<file path="config.mk">
export PLATFORM = sky130hd
export DESIGN_NAME = mlf_ram
export DESIGN_NICKNAME = d
export VERILOG_FILES = /design/src/hw/rtl/mac_learning_forwarder_core_assert.svh /design/src/hw/rtl/mlf_ram.sv
export SDC_FILE = /design/constraint.sdc
export NUM_CORES = 2
export LEC_CHECK = 0
export BUFFER_PORTS_ARGS = -buffer_cell sky130_fd_sc_hd__buf_2
export CAP_MARGIN = 10
export CORE_MARGIN = 4
export CORE_UTILIZATION = 55
export CTS_CLUSTER_SIZE = 20
export DETAILED_ROUTE_END_ITERATION = 7
export GPL_TIMING_DRIVEN = 0
export MAX_ROUTING_LAYER = met4
export PLACE_DENSITY_LB_ADDON = 0.2
export SYNTH_ARGS = -nofsm -noshare
export SYNTH_HDL_FRONTEND = slang
export SYNTH_SLANG_ARGS = --single-unit
</file>
<file path="constraint.sdc">
create_clock -name clk -period 2.28 [get_ports clk]
set_input_delay 0.114 -clock clk [delete_from_list [all_inputs] [get_ports clk]]
set_output_delay 0.114 -clock clk [all_outputs]
set_load 0.005 [all_outputs]
</file>
<file path="src/hw/rtl/mac_learning_forwarder_core_assert.svh">
// assertion macros for the mac learning forwarder core
`ifndef MAC_LEARNING_FORWARDER_CORE_ASSERT_SVH
`define MAC_LEARNING_FORWARDER_CORE_ASSERT_SVH
`ifndef SYNTH
`define MLF_ASSERT_IMP(lbl, ante, cons, msg) \
	lbl: assert property (@(posedge clk) disable iff (!arst_n) (ante) |-> (cons)) else $error(msg);
`define MLF_ASSERT_NXT(lbl, ante, cons, msg) \
	lbl: assert property (@(posedge clk) disable iff (!arst_n) (ante) |=> (cons)) else $error(msg);
`else
`define MLF_ASSERT_IMP(lbl, ante, cons, msg)
`define MLF_ASSERT_NXT(lbl, ante, cons, msg)
`endif
`endif

</file>
<file path="src/hw/rtl/mlf_ram.sv">
// generic single write port ram with registered read
`timescale 1ns / 1ps
module mlf_ram #(
	parameter int WIDTH = 8,
	parameter int DEPTH = 256
) (
	input  logic                     clk,
	input  logic                     we,
	input  logic [$clog2(DEPTH)-1:0] waddr,
	input  logic [WIDTH-1:0]         wdata,
	input  logic [$clog2(DEPTH)-1:0] raddr,
	output logic [WIDTH-1:0]         rdata
);
	logic [WIDTH-1:0] mem [DEPTH];

	always_ff @(posedge clk) begin
		if (we) begin
			mem[waddr] <= wdata;
		end
		rdata <= mem[raddr];
	end
endmodule

</file>
After elaboration in Yosys (flattened, before gate mapping):

Memory sizes are Yosys's and may differ from the RTL's. A register that Yosys moved wholly into a read port is not among the register bits.
Index checks and enable logic that the tools add are counted.

* register bits: 0
* RAM bits: 2048
* input port bits: 26
* output and inout port bits: 8
* word-level logic and storage cells: 3
* memories kept: 1

Memory list
* mem: depth 256, width 8, rd ports 1, clocked after memory_dff 1, write ports 1, RTL line mlf_ram.sv:14 `logic [WIDTH-1:0] mem [DEPTH];`

* mux-type cells: 2

Operators by type and width (count)
* $mux 1: 2

Longest topological paths before layout:

* depth in word-level cells: 2
* depth in mapped cells: 11
* depth with buffers taken out: 6

Least setup slack after synthesis:

OpenSTA, ideal clock, no wires.

* path kind: input -> register
* start point: input port raddr[0]
* end point: register rdata[2], read port of mem
* setup time: 0.131 ns
* arrival: 1.921 ns
* data required time: 2.149 ns
* path slack: 0.228 ns
* stages on the path: 9
* path through: buf_6 buf_12 buf_8 buf_2 mux4_2 a22oi_1 a21oi_1 nor4_1 nor4_2

RTL lines
* start: declaration: RTL line mlf_ram.sv:11 `input logic [$clog2(DEPTH)-1:0] raddr,`
* end: declaration: RTL line mlf_ram.sv:12 `output logic [WIDTH-1:0] rdata`

==> run_results.csv <==
group,metric,value,unit
synth,netlist_area,0.0796,mm²
placed_design,dp_hpwl,155000,µm
grt,grt_overflow_total,0,
synth,yosysTopAreaCell,"edfxtp_1",
drt,drt-total-wl,235000,µm
drt,wl_per_cell,38.8,µm
drt,drt_iter0_markers,6333,
sta,worstMarginPinSlew,1250,ps
clock_network,cts_tree,"done",
floorplan,start_util,0.554,
grt,antenna_found_initial,5,
power,ir_worst_vdd,723,µV
sta,worst_slack,-243,ps
setup_path,critical_path_class,"in -> reg",
synth,synth_top_area_frac,0.773,
sta,finalCriticalPeriod,2520,ps
clock_network,cts_max_level,4,
synth,ys_seq_elements,2056,
run_status,outcome,"finished with violations",
setup_path,crit_end,"rdata[3]",
setup_path,cp.required,2960,ps
floorplan,io_pins,34,
setup_path,r2r_end,"rdata[6]",
synth,synth_xor_area_frac,0,
setup_path,r2r_slack,-200,ps
drt,antenna_left,0,
setup_path,ff2ff_path_depth,6,
cells_and_area,design_area,0.0909,mm²
cells_and_area,layout.cells.non_filler,6069,
placed_design,placed_area,0.0826,mm²
synth,synth-simple-area-share,0.0263,
synth,synth_cell_types,55,
sta,fmax,396,MHz
grt,grt_max_degree,159,
setup_path,arrival,3200,ps
synth,async_flop_share,0,
sta,finalHoldViolations,0,
clock_network,path_clk_slew,60,ps
min_path,hp-class,"in -> reg",
sta,setup_violations,557,
synth,netlist_instances,3733,
run_status,violations,"setup timing",
synth,synth_nets,3759,
clock_network,clockBufferDepth,3,
clock_network,cts.sinks,2056,
drt,vias_per_cell,6.90,
sta,slew_violations,0,
cells_and_area,final_util,0.633,
floorplan,core,0.144,mm²
grt,grt_pass1_wl,324000,µm
power,total_leakage_power,27.9,nW
cells_and_area,fin_nets,4029,
synth,yosysSeqAreaShare,0.775,
synth,synthTopCellsByArea,"edfxtp_1, mux4_2, mux2i_1, nor2_1, a22oi_1",
setup_path,r2r-start,"mem[11][6]",
synth,yosys.area_share.adder,0,
synth,muxShareOfSynthArea,0.146,
drt,first_pass_iters,6,
sta,fin_crit_sh,1.11,
synth,yosys_warnings,0,
sta,slew_headroom,0.164,
placed_design,dp.cells,5684,
floorplan,row_count,139,
setup_path,start_kind,"primary input",
drt,drc,0,
grt,grt_pass1_vias,40400,
placed_design,gp_congestion,1.01,
drt,num_vias,41900,
clock_network,cts_buffers,200,
clock_network,root_buffer,"clkbuf_16",
floorplan,dieArea,0.151,mm²
sta,finalClockSkew,46.8,ps
synth,syn_area_per_cell,21.3,µm²
synth,synth_edf_count,2048,
placed_design,port-buffer-count,26,
power,p_per_area,869,mW/mm²
synth,synthFlopType,"edfxtp_1",
grt,track_usage,0.323,
synth,synth_compound_area_frac,0.0342,
floorplan,die_w,388,µm
cells_and_area,drive_gt1_frac,0.296,
run,maxCapViolations,0,
setup_path,crit_path_end_kind,"register",
synth,synth_top_family_by_area,"multiplexers",
clock_network,clock_latency,830,ps
floorplan,die_y,388,µm
setup_path,critPathMaxFanout,10,
sta,rsz0062_at_grt,"true",
cells_and_area,fill_cells,9715,
cells_and_area,area_delta_synth_final,14.3,%
setup_path,startpoint,"raddr[5]",
## kinds of logic after synthesis
kind of cell	after synthesis
flip-flops	2056
multiplexers	591
AND/OR/NAND/NOR	466
AO/OA/AOI/OAI	385
buffers and inverters	235
## final cells by class
cell class / count / area, µm² / share of cell area
multi-input cells: 1442 / 18000 / 0.198
plain buffers: 231 / 1660 / 0.0183
clock inverters: 111 / 1110 / 0.0122
well taps: 1903 / 2380 / 0.0262
diodes: 4 / 10.0 / 0.000110
clock buffers: 250 / 5250 / 0.0577
flip-flops and latches: 2056 / 61700 / 0.678
inverters: 2 / 8.76 / 0.0000963
repair buffers: 70 / 827 / 0.00910
## synthesized netlist by cell type (all sizes together), types with 2 or more instances
master	instances
o211ai	10
a2111oi	5
and2	6
or2	4
and3b	2
a221oi	14
nor4	27
a31oi	2
clkbuf	111
nand2b	8
mux4	456
nand3	34
nor3	22
nor2	282
o21ai	12
buf	122
a311oi	2
nand3b	2
nand4	10
a211oi	16
a21oi	96
nor2b	31
edfxtp	2048
o221ai	47
mux2i	134
o32ai	5
o22ai	28
o22a	5
dfxtp	8
a22o	8
nand2	33
a22oi	133
## where the power goes
part	total, mW	switching (mW)	internal, mW
Sequential	41.7	0.0247	41.7
Combinational	4.82	3.29	1.53
Clock	32.5	14.1	18.4
Total	79.0	17.4	61.6
## worst min-delay path by stage
stage / start / to / cells past startpoint
after floorplan: wdata[0] / mem[0][0] / 0
final: waddr[1] / mem[147][0] / 3
after CTS: waddr[1] / mem[147][0] / 3
after global routing: waddr[4] / mem[117][2] / 3
after detailed placement: rdata[0] / rdata[0] / 1
after global placement: rdata[2] / rdata[2] / 1
## per-stage QoR
| step | setup TNS, ps | setup WS, ps | total power, mW | hold WS (ps) |
|---|---|---|---|---|
| after CTS | -8020 | -174 | 78.9 | 69.2 |
| after global routing | -5700 | -205 | 80.9 | 147 |
| final | -30440 | -243 | 79.0 | 155 |
| after floorplan | 0 | 228 | 44.5 | 213 |
| after global placement | -5874900 | -3080 | 46.8 | 498 |
| after detailed placement | -1517150 | -2400 | 46.8 | 501 |
## registers in the layout (all words and copies together), names as in the netlist
register / count
mem: 2048
rdata: 8
## layout by cell type, fill, tap and decap left out, types with 12 or more instances in the layout
| master | count |
|---|---|
| a211oi_1 | 12 |
| a21oi_1 | 80 |
| a21oi_2 | 12 |
| a22oi_1 | 130 |
| buf_2 | 59 |
| buf_4 | 58 |
| buf_6 | 20 |
| buf_8 | 31 |
| bufinv_16 | 19 |
| clkbuf_1 | 90 |
| clkbuf_16 | 202 |
| clkbuf_2 | 36 |
| clkbuf_4 | 18 |
| clkinv_1 | 50 |
| clkinv_2 | 28 |
| edfxtp_1 | 2048 |
| mux2i_1 | 133 |
| mux4_2 | 454 |
| nand2_1 | 32 |
| nand3_1 | 32 |
| nor2_1 | 118 |
| nor2_2 | 117 |
| nor2_4 | 47 |
| nor2b_1 | 28 |
| nor4_4 | 20 |
| o221ai_1 | 41 |
| o22ai_1 | 27 |
## repair_timing
| item | CTS | global route |
|---|---|---|
| buffers inserted | 2 | 9 |
| resized for setup | 382 | 127 |
| hold endpoints to repair | 937 | 0 |
| hold buffers | 8 | 0 |
| pin swaps | 24 | 20 |
| endpoints found under the setup margin | 1150 | 979 |
## metal layers
layer  share of wire  GRT usage
met1            0.36      0.434
met4           0.056      0.147
met2            0.45      0.459
met3            0.14      0.101
met5               0          -
## worst max-delay path, cell delays in order
cell      delay, ps
buf_2           310
buf_2           610
nand2b_1        370
clkbuf_1        790
o221ai_2        250
a211oi_4        610
nor4_4          110
Note: power is estimated with default switching activity, not from simulation.
